### src/rtl/sfd_pkg.sv
// Package for the serial frame deframer with additive checksum.
// Holds the phase, kind and status types, byte constants, register indexes
// and the result record. Depends on nothing.
`timescale 1ns / 1ps
`default_nettype none

package sfd_pkg;

  // Frame parsing phases.
  typedef enum logic [3:0] {
    PH_HUNT    = 4'd0,
    PH_CMD     = 4'd1,
    PH_LEN8    = 4'd2,
    PH_LENH    = 4'd3,
    PH_LENL    = 4'd4,
    PH_PAYLOAD = 4'd5,
    PH_ETX     = 4'd6,
    PH_CSUM    = 4'd7,
    PH_CSUMBAD = 4'd8
  } phase_e;

  // Frame kinds as reported on the result channel.
  typedef enum logic [1:0] {
    KIND_NORMAL = 2'd0,
    KIND_EXT    = 2'd1,
    KIND_CMD    = 2'd2
  } kind_e;

  // Verdict codes.
  typedef enum logic [2:0] {
    ST_PROGRESS = 3'd0,
    ST_GOOD     = 3'd1,
    ST_BAD_ETX  = 3'd2,
    ST_BAD_CSUM = 3'd3,
    ST_TOO_LONG = 3'd4
  } status_e;

  // Protocol bytes.
  localparam logic [7:0] SYNC_BYTE     = 8'h01;
  localparam logic [7:0] ETX_BYTE      = 8'h03;
  localparam logic [7:0] KIND_CMD_BYTE = 8'h13;
  localparam logic [7:0] KIND_EXT_BYTE = 8'h15;

  // Configuration port.
  localparam int unsigned CFG_IDX_W  = 2;
  localparam int unsigned CFG_DATA_W = 16;
  localparam logic [CFG_IDX_W-1:0] CFG_MIN_SYNC_RUN = 2'd0;
  localparam logic [CFG_IDX_W-1:0] CFG_MAX_PAYLOAD  = 2'd1;
  localparam logic [2:0]  MIN_SYNC_RUN_RESET = 3'd3;
  localparam logic [15:0] MAX_PAYLOAD_RESET  = 16'd1017;

  // Largest sync run count held.
  localparam logic [2:0] SYNC_RUN_MAX = 3'd7;

  // One result item.
  typedef struct packed {
    logic [7:0]  data_byte;
    logic [16:0] byte_index;
    kind_e       frame_kind;
    logic [15:0] payload_length;
    logic        frame_end;
    status_e     status;
    logic        run_last;
  } res_t;

endpackage

`default_nettype wire

### src/rtl/sfd_in_if.sv
// Input byte channel of the serial frame deframer.
// Carries valid, ready and one received byte. No dependencies.
`timescale 1ns / 1ps
`default_nettype none

interface sfd_in_if;
  logic       valid;
  logic       ready;
  logic [7:0] rx_byte;

  modport source (output valid, output rx_byte, input ready);
  modport sink (input valid, input rx_byte, output ready);
endinterface

`default_nettype wire

### src/rtl/sfd_out_if.sv
// Result channel of the serial frame deframer.
// Carries valid, ready and the fields of one result. No dependencies.
`timescale 1ns / 1ps
`default_nettype none

interface sfd_out_if;
  logic        valid;
  logic        ready;
  logic [7:0]  data_byte;
  logic [16:0] byte_index;
  logic [1:0]  frame_kind;
  logic [15:0] payload_length;
  logic        frame_end;
  logic [2:0]  status;
  logic        run_last;

  modport source (output valid, output data_byte, output byte_index, output frame_kind,
                  output payload_length, output frame_end, output status,
                  output run_last, input ready);
  modport sink (input valid, input data_byte, input byte_index, input frame_kind,
                input payload_length, input frame_end, input status,
                input run_last, output ready);
endinterface

`default_nettype wire

### src/rtl/sfd_cfg_if.sv
// Configuration write channel of the serial frame deframer.
// Carries valid, ready, a register index and write data. No dependencies.
`timescale 1ns / 1ps
`default_nettype none

interface sfd_cfg_if;
  logic        valid;
  logic        ready;
  logic [1:0]  index;
  logic [15:0] data;

  modport source (output valid, output index, output data, input ready);
  modport sink (input valid, input index, input data, output ready);
endinterface

`default_nettype wire

### src/rtl/serial_frame_deframer_sum_check.sv
// Channel  Role    Payload
// rx_i     sink    rx_byte[7:0]
// res_o    source  data_byte, byte_index, frame_kind, payload_length, frame_end,
//                  status, run_last
// cfg_i    sink    index[1:0], data[15:0]; always ready
//
// A byte is parsed from the input register that it is taken into, so a byte
// that gives at most one result passes at one per cycle while the result side
// takes results. The frame-kind byte gives two results and needs an empty
// two-entry result buffer; the byte after it waits while the pair drains.
// Reset clears the parser to hunting and loads the register defaults. A stall
// on the result side holds two results, then backs up into the input register
// and drops rx_i.ready.
//
// Top level of the serial frame deframer with additive checksum.
// Depends on sfd_pkg, sfd_in_if, sfd_out_if, sfd_cfg_if, sfd_core, sfd_out_buf.
`timescale 1ns / 1ps
`default_nettype none

module serial_frame_deframer_sum_check (
  input  wire logic clk_i,
  input  wire logic rst_ni,
  sfd_in_if.sink    rx_i,
  sfd_out_if.source res_o,
  sfd_cfg_if.sink   cfg_i
);

  logic          ir_valid_q;
  logic [7:0]    ir_byte_q;
  logic [2:0]    min_sync_run_q;
  logic [15:0]   max_payload_q;
  logic          fire;
  logic [1:0]    n_res;
  logic [1:0]    buf_count;
  logic [1:0]    push_n;
  sfd_pkg::res_t res0;
  sfd_pkg::res_t res1;

  // Configuration registers.
  assign cfg_i.ready = 1'b1;

  always_ff @(posedge clk_i or negedge rst_ni) begin
    if (!rst_ni) begin
      min_sync_run_q <= sfd_pkg::MIN_SYNC_RUN_RESET;
      max_payload_q  <= sfd_pkg::MAX_PAYLOAD_RESET;
    end else if (cfg_i.valid) begin
      unique case (cfg_i.index)
        sfd_pkg::CFG_MIN_SYNC_RUN: min_sync_run_q <= cfg_i.data[2:0];
        sfd_pkg::CFG_MAX_PAYLOAD:  max_payload_q  <= cfg_i.data;
        default: begin
        end
      endcase
    end
  end

  // The held byte moves on once the buffer has room for all its results.
  assign fire       = ir_valid_q && (({1'b0, buf_count} + {1'b0, n_res}) <= 3'd2);
  assign rx_i.ready = !ir_valid_q || fire;
  assign push_n     = fire ? n_res : 2'd0;

  // Input register.
  always_ff @(posedge clk_i or negedge rst_ni) begin
    if (!rst_ni) begin
      ir_valid_q <= 1'b0;
    end else if (rx_i.ready) begin
      ir_valid_q <= rx_i.valid;
    end
  end

  always_ff @(posedge clk_i) begin
    if (rx_i.ready && rx_i.valid) begin
      ir_byte_q <= rx_i.rx_byte;
    end
  end

  sfd_core u_core (
    .clk_i          (clk_i),
    .rst_ni         (rst_ni),
    .fire_i         (fire),
    .byte_i         (ir_byte_q),
    .min_sync_run_i (min_sync_run_q),
    .max_payload_i  (max_payload_q),
    .n_res_o        (n_res),
    .res0_o         (res0),
    .res1_o         (res1)
  );

  sfd_out_buf u_out_buf (
    .clk_i    (clk_i),
    .rst_ni   (rst_ni),
    .push_n_i (push_n),
    .push0_i  (res0),
    .push1_i  (res1),
    .count_o  (buf_count),
    .res_o    (res_o)
  );

`ifndef SYNTHESIS
  // The buffer never holds more than two results.
  a_buf_bound: assert property (@(posedge clk_i) disable iff (!rst_ni)
    buf_count != 2'd3)
    else $error("result buffer count out of range");

  // A two-result byte leaves the buffer full in the next cycle.
  a_pair_fills: assert property (@(posedge clk_i) disable iff (!rst_ni)
    (fire && n_res == 2'd2) |=> (buf_count == 2'd2))
    else $error("frame opening results not both buffered");

  // A closing result is always the last one of its byte.
  a_end_last: assert property (@(posedge clk_i) disable iff (!rst_ni)
    (res_o.valid && res_o.frame_end) |-> res_o.run_last)
    else $error("frame end without run_last");

  // A verdict is given exactly on a closing result.
  a_end_status: assert property (@(posedge clk_i) disable iff (!rst_ni)
    res_o.valid |-> (res_o.frame_end == (res_o.status != sfd_pkg::ST_PROGRESS)))
    else $error("status and frame_end disagree");
`endif

endmodule

`default_nettype wire

### src/rtl/sfd_core.sv
// Frame parser of the serial frame deframer: phase machine, checksum,
// length and index counters. Builds up to two results per byte. Uses sfd_pkg.
`timescale 1ns / 1ps
`default_nettype none

module sfd_core (
  input  wire logic           clk_i,
  input  wire logic           rst_ni,
  input  wire logic           fire_i,
  input  wire logic [7:0]     byte_i,
  input  wire logic [2:0]     min_sync_run_i,
  input  wire logic [15:0]    max_payload_i,
  output logic      [1:0]     n_res_o,
  output sfd_pkg::res_t       res0_o,
  output sfd_pkg::res_t       res1_o
);

  sfd_pkg::phase_e phase_q, phase_d;
  logic [2:0]      sync_q, sync_d;
  sfd_pkg::kind_e  kind_q, kind_d;
  logic [7:0]      sum_q, sum_d;
  logic [15:0]     len_q, len_d;
  logic [15:0]     left_q, left_d;
  logic [16:0]     idx_q, idx_d;

  logic              hunting;
  logic              open_w;
  logic              frm_end;
  sfd_pkg::status_e  frm_status;
  logic [2:0]        need;
  logic [15:0]       len_new;
  logic [15:0]       left_dec;

  // Decode of the current byte: frame opening, new length and the verdict.
  always_comb begin
    need       = (min_sync_run_i == 3'd0) ? 3'd1 : min_sync_run_i;
    hunting    = 1'b0;
    frm_end    = 1'b0;
    frm_status = sfd_pkg::ST_PROGRESS;
    len_new    = (phase_q == sfd_pkg::PH_LENH) ? {byte_i, 8'h00} :
                 (phase_q == sfd_pkg::PH_LEN8) ? {8'h00, byte_i} :
                 {len_q[15:8], byte_i};
    unique case (phase_q)
      sfd_pkg::PH_CMD, sfd_pkg::PH_LENH, sfd_pkg::PH_PAYLOAD, sfd_pkg::PH_ETX: begin
      end
      sfd_pkg::PH_LEN8, sfd_pkg::PH_LENL: begin
        if (len_new > max_payload_i) begin
          frm_end    = 1'b1;
          frm_status = sfd_pkg::ST_TOO_LONG;
        end
      end
      sfd_pkg::PH_CSUM: begin
        frm_end    = 1'b1;
        frm_status = (byte_i == sum_q) ? sfd_pkg::ST_GOOD : sfd_pkg::ST_BAD_CSUM;
      end
      sfd_pkg::PH_CSUMBAD: begin
        frm_end    = 1'b1;
        frm_status = sfd_pkg::ST_BAD_ETX;
      end
      default: begin
        hunting = 1'b1;
      end
    endcase
    open_w   = hunting && (byte_i != sfd_pkg::SYNC_BYTE) && (sync_q >= need);
    left_dec = left_q - 16'd1;
  end

  // Next state of the phase machine and its counters.
  always_comb begin
    phase_d = phase_q;
    sync_d  = sync_q;
    kind_d  = kind_q;
    sum_d   = sum_q;
    len_d   = len_q;
    left_d  = left_q;
    idx_d   = idx_q;
    if (hunting) begin
      phase_d = sfd_pkg::PH_HUNT;
      if (byte_i == sfd_pkg::SYNC_BYTE) begin
        if (sync_q < sfd_pkg::SYNC_RUN_MAX) begin
          sync_d = sync_q + 3'd1;
        end
      end else if (!open_w) begin
        sync_d = 3'd0;
      end else begin
        kind_d  = (byte_i == sfd_pkg::KIND_EXT_BYTE) ? sfd_pkg::KIND_EXT :
                  (byte_i == sfd_pkg::KIND_CMD_BYTE) ? sfd_pkg::KIND_CMD :
                  sfd_pkg::KIND_NORMAL;
        len_d   = 16'd0;
        left_d  = 16'd0;
        sum_d   = sfd_pkg::SYNC_BYTE + byte_i;
        sync_d  = 3'd0;
        phase_d = sfd_pkg::PH_CMD;
        idx_d   = 17'd2;
      end
    end else begin
      idx_d = idx_q + 17'd1;
      unique case (phase_q)
        sfd_pkg::PH_CMD: begin
          sum_d   = sum_q + byte_i;
          phase_d = (kind_q == sfd_pkg::KIND_CMD) ? sfd_pkg::PH_CSUM :
                    (kind_q == sfd_pkg::KIND_EXT) ? sfd_pkg::PH_LENH :
                    sfd_pkg::PH_LEN8;
        end
        sfd_pkg::PH_LENH: begin
          sum_d   = sum_q + byte_i;
          len_d   = len_new;
          phase_d = sfd_pkg::PH_LENL;
        end
        sfd_pkg::PH_LEN8, sfd_pkg::PH_LENL: begin
          sum_d = sum_q + byte_i;
          len_d = len_new;
          if (!frm_end) begin
            left_d  = len_new;
            phase_d = (len_new != 16'd0) ? sfd_pkg::PH_PAYLOAD : sfd_pkg::PH_ETX;
          end
        end
        sfd_pkg::PH_PAYLOAD: begin
          sum_d  = sum_q + byte_i;
          left_d = left_dec;
          if (left_dec == 16'd0) begin
            phase_d = sfd_pkg::PH_ETX;
          end
        end
        sfd_pkg::PH_ETX: begin
          sum_d   = sum_q + byte_i;
          phase_d = (byte_i == sfd_pkg::ETX_BYTE) ? sfd_pkg::PH_CSUM : sfd_pkg::PH_CSUMBAD;
        end
        default: begin
        end
      endcase
      // A verdict sends the parser back to hunting.
      if (frm_end) begin
        phase_d = sfd_pkg::PH_HUNT;
        sync_d  = 3'd0;
      end
    end
  end

  // Results of the current byte, carrying kind and length after the update.
  always_comb begin
    n_res_o = 2'd0;
    res0_o  = '{data_byte: byte_i, byte_index: idx_q, frame_kind: kind_d,
                payload_length: len_d, frame_end: frm_end, status: frm_status,
                run_last: 1'b1};
    res1_o  = '{data_byte: byte_i, byte_index: 17'd1, frame_kind: kind_d,
                payload_length: 16'd0, frame_end: 1'b0, status: sfd_pkg::ST_PROGRESS,
                run_last: 1'b1};
    if (hunting) begin
      if (open_w) begin
        n_res_o = 2'd2;
        res0_o  = '{data_byte: sfd_pkg::SYNC_BYTE, byte_index: 17'd0, frame_kind: kind_d,
                    payload_length: 16'd0, frame_end: 1'b0,
                    status: sfd_pkg::ST_PROGRESS, run_last: 1'b0};
      end
    end else begin
      n_res_o = 2'd1;
    end
  end

  // State registers advance only when the byte is passed on.
  always_ff @(posedge clk_i or negedge rst_ni) begin
    if (!rst_ni) begin
      phase_q <= sfd_pkg::PH_HUNT;
      sync_q  <= 3'd0;
      kind_q  <= sfd_pkg::KIND_NORMAL;
      sum_q   <= 8'd0;
      len_q   <= 16'd0;
      left_q  <= 16'd0;
      idx_q   <= 17'd0;
    end else if (fire_i) begin
      phase_q <= phase_d;
      sync_q  <= sync_d;
      kind_q  <= kind_d;
      sum_q   <= sum_d;
      len_q   <= len_d;
      left_q  <= left_d;
      idx_q   <= idx_d;
    end
  end

endmodule

`default_nettype wire

### src/rtl/sfd_out_buf.sv
// Two-entry result buffer of the serial frame deframer. Takes up to two
// results per cycle and presents them in order. Uses sfd_pkg and sfd_out_if.
`timescale 1ns / 1ps
`default_nettype none

module sfd_out_buf (
  input  wire logic          clk_i,
  input  wire logic          rst_ni,
  input  wire logic [1:0]    push_n_i,
  input  sfd_pkg::res_t      push0_i,
  input  sfd_pkg::res_t      push1_i,
  output logic      [1:0]    count_o,
  sfd_out_if.source          res_o
);

  logic [1:0]    count_q, count_d;
  sfd_pkg::res_t slot0_q, slot0_d;
  sfd_pkg::res_t slot1_q, slot1_d;
  logic          pop;
  logic [1:0]    rem_count;
  sfd_pkg::res_t rem0;

  assign pop       = (count_q != 2'd0) && res_o.ready;
  assign rem_count = count_q - {1'b0, pop};
  assign rem0      = pop ? slot1_q : slot0_q;

  // Drop the head on a transaction, then append the new results behind.
  always_comb begin
    slot0_d = rem0;
    slot1_d = slot1_q;
    unique case (rem_count)
      2'd0: begin
        slot0_d = push0_i;
        slot1_d = push1_i;
      end
      2'd1: begin
        slot1_d = push0_i;
      end
      default: begin
      end
    endcase
    count_d = rem_count + push_n_i;
  end

  always_ff @(posedge clk_i or negedge rst_ni) begin
    if (!rst_ni) begin
      count_q <= 2'd0;
    end else begin
      count_q <= count_d;
    end
  end

  always_ff @(posedge clk_i) begin
    slot0_q <= slot0_d;
    slot1_q <= slot1_d;
  end

  // Head entry drives the result channel.
  assign count_o              = count_q;
  assign res_o.valid          = (count_q != 2'd0);
  assign res_o.data_byte      = slot0_q.data_byte;
  assign res_o.byte_index     = slot0_q.byte_index;
  assign res_o.frame_kind     = slot0_q.frame_kind;
  assign res_o.payload_length = slot0_q.payload_length;
  assign res_o.frame_end      = slot0_q.frame_end;
  assign res_o.status         = slot0_q.status;
  assign res_o.run_last       = slot0_q.run_last;

endmodule

`default_nettype wire
### src/flat_wrapper.sv
// flat-port wrapper written by rule: the top's interface ports become plain ports
module serial_frame_deframer_sum_check_flat 
  (clk_i, rst_ni, rx_i_valid, rx_i_rx_byte, rx_i_ready, res_o_valid, res_o_data_byte, res_o_byte_index, res_o_frame_kind, res_o_payload_length, res_o_frame_end, res_o_status, res_o_run_last, res_o_ready, cfg_i_valid, cfg_i_index, cfg_i_data, cfg_i_ready);
  sfd_in_if rx_i_i ();
  sfd_out_if res_o_i ();
  sfd_cfg_if cfg_i_i ();
  input  wire logic clk_i;
  input  wire logic rst_ni;
  input wire logic [$bits(rx_i_i.valid)-1:0] rx_i_valid;
  input wire logic [$bits(rx_i_i.rx_byte)-1:0] rx_i_rx_byte;
  output wire logic [$bits(rx_i_i.ready)-1:0] rx_i_ready;
  output wire logic [$bits(res_o_i.valid)-1:0] res_o_valid;
  output wire logic [$bits(res_o_i.data_byte)-1:0] res_o_data_byte;
  output wire logic [$bits(res_o_i.byte_index)-1:0] res_o_byte_index;
  output wire logic [$bits(res_o_i.frame_kind)-1:0] res_o_frame_kind;
  output wire logic [$bits(res_o_i.payload_length)-1:0] res_o_payload_length;
  output wire logic [$bits(res_o_i.frame_end)-1:0] res_o_frame_end;
  output wire logic [$bits(res_o_i.status)-1:0] res_o_status;
  output wire logic [$bits(res_o_i.run_last)-1:0] res_o_run_last;
  input wire logic [$bits(res_o_i.ready)-1:0] res_o_ready;
  input wire logic [$bits(cfg_i_i.valid)-1:0] cfg_i_valid;
  input wire logic [$bits(cfg_i_i.index)-1:0] cfg_i_index;
  input wire logic [$bits(cfg_i_i.data)-1:0] cfg_i_data;
  output wire logic [$bits(cfg_i_i.ready)-1:0] cfg_i_ready;
  assign rx_i_i.valid = rx_i_valid;
  assign rx_i_i.rx_byte = rx_i_rx_byte;
  assign rx_i_ready = rx_i_i.ready;
  assign res_o_valid = res_o_i.valid;
  assign res_o_data_byte = res_o_i.data_byte;
  assign res_o_byte_index = res_o_i.byte_index;
  assign res_o_frame_kind = res_o_i.frame_kind;
  assign res_o_payload_length = res_o_i.payload_length;
  assign res_o_frame_end = res_o_i.frame_end;
  assign res_o_status = res_o_i.status;
  assign res_o_run_last = res_o_i.run_last;
  assign res_o_i.ready = res_o_ready;
  assign cfg_i_i.valid = cfg_i_valid;
  assign cfg_i_i.index = cfg_i_index;
  assign cfg_i_i.data = cfg_i_data;
  assign cfg_i_ready = cfg_i_i.ready;
  serial_frame_deframer_sum_check u_core (.clk_i(clk_i), .rst_ni(rst_ni), .rx_i(rx_i_i), .res_o(res_o_i), .cfg_i(cfg_i_i));
endmodule
### config.mk
export PLATFORM = sky130hd
export DESIGN_NAME = serial_frame_deframer_sum_check_flat
export DESIGN_NICKNAME = d
export VERILOG_FILES = /design/src/rtl/sfd_pkg.sv /design/src/rtl/sfd_in_if.sv /design/src/rtl/sfd_out_if.sv /design/src/rtl/sfd_cfg_if.sv /design/src/rtl/serial_frame_deframer_sum_check.sv /design/src/rtl/sfd_core.sv /design/src/rtl/sfd_out_buf.sv /design/src/flat_wrapper.sv
export SDC_FILE = /design/constraint.sdc
export NUM_CORES = 1
export LEC_CHECK = 0
export ABC_AREA = 1
export BUFFER_PORTS_ARGS = -buffer_cell sky130_fd_sc_hd__clkbuf_2
export CORE_MARGIN = 2
export CORE_UTILIZATION = 31
export CTS_CLUSTER_SIZE = 20
export DETAILED_ROUTE_END_ITERATION = 7
export PLACE_DENSITY = 0.49
export SLEW_MARGIN = 20
export SYNTH_ARGS = -nofsm -noshare
export SYNTH_HDL_FRONTEND = slang
export SYNTH_HIERARCHICAL = 1
export SYNTH_SLANG_ARGS = --single-unit
### constraint.sdc
create_clock -name clk_i -period 3.8 [get_ports clk_i]
set_input_delay 0.38 -clock clk_i [delete_from_list [all_inputs] [get_ports clk_i]]
set_output_delay 0.38 -clock clk_i [all_outputs]
set_load 0.02 [all_outputs]
==> run_results.csv <==
group,metric,value,unit
clock_tree,cts_buffer_depth,2,
routing,dr_total_vias,8993,
place,portBuffers,80,
setup_path,cp.required,4.11,ns
setup_path,critPathLaunchType,"flop",
cells_and_area,finish.instance_area,12500,sq um
setup_path,cp_max_fo,10,
logic_synthesis,ys_ff_latch,192,
timing,relSlewSlack,50.7,%
clock_tree,postCtsSetupRepairBufs,0,
timing,worst_slew_pin_slew,0.721,ns
clock_tree,cts_root_buf,"clkbuf_16",
timing,setup_viol,0,
flow_run,cap_violations,0,
cells_and_area,nFillCells,3702,
power,power.total,0.0120,W
routing,viasPerCell,4.70,
global_route,antenna_found_initial,0,
timing,hold_viol,0,
logic_synthesis,ys_async_sr_fraction,45.8,%
outcome,violations,"DRC",
cells_and_area,final-seq-area,5340,sq um
logic_synthesis,ys_types,50,
cells_and_area,final_nets,1504,
routing,drt_iter0_markers,666,
cells_and_area,layout.cells.non_filler,1913,
floorplanning,dieWidth,194,um
timing,fin_setup_tns,0,ns
logic_synthesis,synth_mux_area_share,0,%
logic_synthesis,synthSimpleGateAreaFrac,27.2,%
global_route,track_usage,16.0,%
routing,dr.pass1.iters,8,
routing,drc_errors,1,
floorplanning,rows,69,
setup_path,crit_arrival,3.85,ns
timing,period_share,93.0,%
clock_tree,cts_max_level,4,
clock_tree,worstSkewPairLatency,0.46,ns
logic_synthesis,synth_edf_count,104,
routing,avgRoutedWirePerCell,15.3,um
logic_synthesis,synth_cells,1380,
power,peakVddDrop,0.594,mV
power,leakagePower,5.99,nW
place,dp_hpwl,21.1,mm
cells_and_area,drive_gt1_share,13.0,%
timing,fin_crit,3.53,ns
place,dpl-instance-area,11900,sq um
clock_tree,clk_pin_slew_worst_paths,0.08,ns
setup_path,endpoint_kind,"flop",
global_route,grt-ovfl-total,0,
floorplanning,placeableCoreArea,35700,sq um
timing,final_max_slew_viol_count,0,
logic_synthesis,yosysSeqAreaShare,47.5,%
min_path,hold_depth,1,
setup_path,r2r_cells,16,
logic_synthesis,ys.warnings.count,6,
logic_synthesis,syn_avg_cell_area,8.15,sq um
cells_and_area,antenna_cells,0,
floorplanning,initial_core_util,31.5,%
clock_tree,numCtsBuffers,17,
min_path,hp-class,"input pin to flop",
timing,rsz0062_at_grt,"false",
setup_path,critical_path_class,"flop to flop",
clock_tree,numClockSinks,192,
floorplanning,ios,82,
outcome,status,"finished, violations left",
logic_synthesis,yosys.area_share.xor_xnor,2.57,%
logic_synthesis,syn-cell-area,11200,sq um
clock_tree,cts_tree,"built",
routing,routed_wl,29.3,mm
global_route,grt_pass1_vias,8668,
timing,fmax,283,MHz
routing,drtAntennaViolNets,0,
logic_synthesis,synthAdderAreaFrac,3.92,%
power,p_per_area,956,nW/um^2
place,place_inst,1880,
floorplanning,die_h,194,um
cells_and_area,syn_to_final_growth,11.3,%
place,gp_congestion,0.865,
logic_synthesis,synth_top_family_by_area,"simple AND/OR/NAND/NOR gates",
cells_and_area,multiInputGateArea,4770,sq um
logic_synthesis,synth-compound-area-share,7.41,%
logic_synthesis,synthFlopType,"edfxtp_1",
floorplanning,die-area,37800,sq um
global_route,grt_pass1_wl,47.9,mm
global_route,grt_max_degree,68,
timing,final.setup_skew,0.0256,ns
final timing paths:
path / from / to / slack, ns
worst max-delay path: u_core/u_core/phase_q[1]$_DFFE_PN0P_ / u_core/u_core/sync_q[1]$_DFFE_PN0P_ / 0.27
worst min-delay path: rx_i_rx_byte[1] / u_core/ir_byte_q[1]$_DFFE_PP_ / 0.10
worst max register to register: u_core/u_core/phase_q[1]$_DFFE_PN0P_ / u_core/u_core/sync_q[1]$_DFFE_PN0P_ / 0.27
worst min register to register: u_core/max_payload_q[4]$_DFFE_PN1P_ / u_core/max_payload_q[4]$_DFFE_PN1P_ / 0.46
max in group asynchronous: rst_ni / u_core/u_core/left_q[5]$_DFFE_PN0P_ / 2.57
min in group asynchronous: rst_ni / u_core/u_core/left_q[14]$_DFFE_PN0P_ / 0.43
through the flow:
stage | hold WS (ns) | util, % | setup slack [ns]
floorplan | 0.0844 | - | 0.594
global placement | 0.362 | 33.4 | 0.400
CTS | 0.0895 | 35.1 | 0.297
detailed placement | 0.370 | 33.4 | 0.316
finish | 0.102 | 35.1 | 0.267
global route | 0.0861 | 35.1 | 0.00618
area by class of cell:
class	instances	share of cell area, %
Clock inverter	14	1.31
Timing Repair Buffer	111	5.20
Inverter	153	4.63
Multi-Input combinational cell	964	38.2
Clock buffer	18	3.43
Tap cell	461	4.61
Sequential cell	192	42.7
logic make-up after synthesis:
family	Yosys count
and+or+nand+nor	709
AOI/OAI and AO/OA	149
xor gates and xnor gates	33
buffers and inverters	260
DFF	192
other	3
adders and majority gates	34
flip-flops by register name (all words and copies together), names as in the netlist, 4 cells and up:
| signal | flops |
|---|---|
| u_core/u_out_buf/slot1_q | 48 |
| u_core/u_core/sum_q | 8 |
| u_core/u_core/idx_q | 17 |
| u_core/u_out_buf/res_o.byte_index | 17 |
| u_core/u_core/phase_q | 4 |
| u_core/u_core/len_q | 16 |
| u_core/u_out_buf/res_o.data_byte | 8 |
| u_core/u_out_buf/res_o.payload_length | 16 |
| u_core/max_payload_q | 16 |
| u_core/ir_byte_q | 8 |
| u_core/u_core/left_q | 16 |
per-layer routing:
metal / GRT usage [%] / wire length (um) / up-vias
met5: 0 / 0 / -
met1: 23.1 / 14600 / 4189
met3: 2.41 / 1190 / 30
li1: - / - / 4550
met2: 24.7 / 13000 / 224
met4: 4.90 / 582 / 0
cell usage after synthesis (7+ instances only):
master / count / share of area (%)
nand3_1: 135 / 6.0
buf_2: 27 / 1.2
ha_1: 32 / 3.6
buf_4: 56 / 3.7
edfxtp_1: 104 / 28
o21ai_1: 14 / 0.62
a21oi_1: 32 / 1.4
dfrtp_1: 78 / 17
dfstp_2: 10 / 2.3
buf_6: 7 / 0.70
nand4_1: 28 / 1.6
o21ai_0: 62 / 2.8
o22ai_1: 19 / 1.1
clkbuf_1: 17 / 0.57
nor2_1: 66 / 2.2
nand2_1: 424 / 14
nand2_2: 15 / 0.83
nor3_1: 20 / 0.89
inv_1: 145 / 4.8
xnor2_1: 12 / 0.93
xor2_1: 21 / 1.6
what timing repair did:
action | in CTS | in global routing
setup endpoints to repair | 0 | 17
endpoints found under the hold margin | 19 | 0
hold buffers | 1 | 0
resized for setup | 0 | 1
where the power goes:
group / internal (W) / switching (W) / total [W]
Clock: 0.000942 / 0.000919 / 0.00186
Combinational: 0.00177 / 0.00449 / 0.00626
Sequential: 0.00345 / 0.000385 / 0.00384
critical path, cell delays in order (launching register included):
cell and delay [ns]:
dfrtp_1 0.45, nand2_1 0.16, inv_2 0.11, nand2_2 0.20
inv_1 0.19, nor2_1 0.52, ha_1 0.36, a21oi_1 0.13
nor2_1 0.05, a211oi_1 0.21, nand2_1 0.08, nand2_1 0.06
nand2_1 0.05, nand2_1 0.28, nand3_1 0.22, nand2_1 0.22
o21ai_0 0.11
cells in the final DEF, fill, tap and decap left out, types with 5 or more instances in the layout:
master	count
o21ai_1	14
ha_1	32
xor2_1	21
a21oi_1	32
dfstp_2	10
clkbuf_16	17
nand2_1	423
inv_2	6
o31ai_1	5
buf_4	30
o211ai_1	5
nand4_1	28
edfxtp_1	104
inv_6	5
clkbuf_2	79
nor2_1	66
o21ai_0	62
nor3_1	20
o22ai_1	19
conb_1	39
xnor2_1	12
inv_1	145
dfrtp_1	78
nand2_2	15
nand3_1	135
No activity file was read; power rests on OpenSTA's default activity.
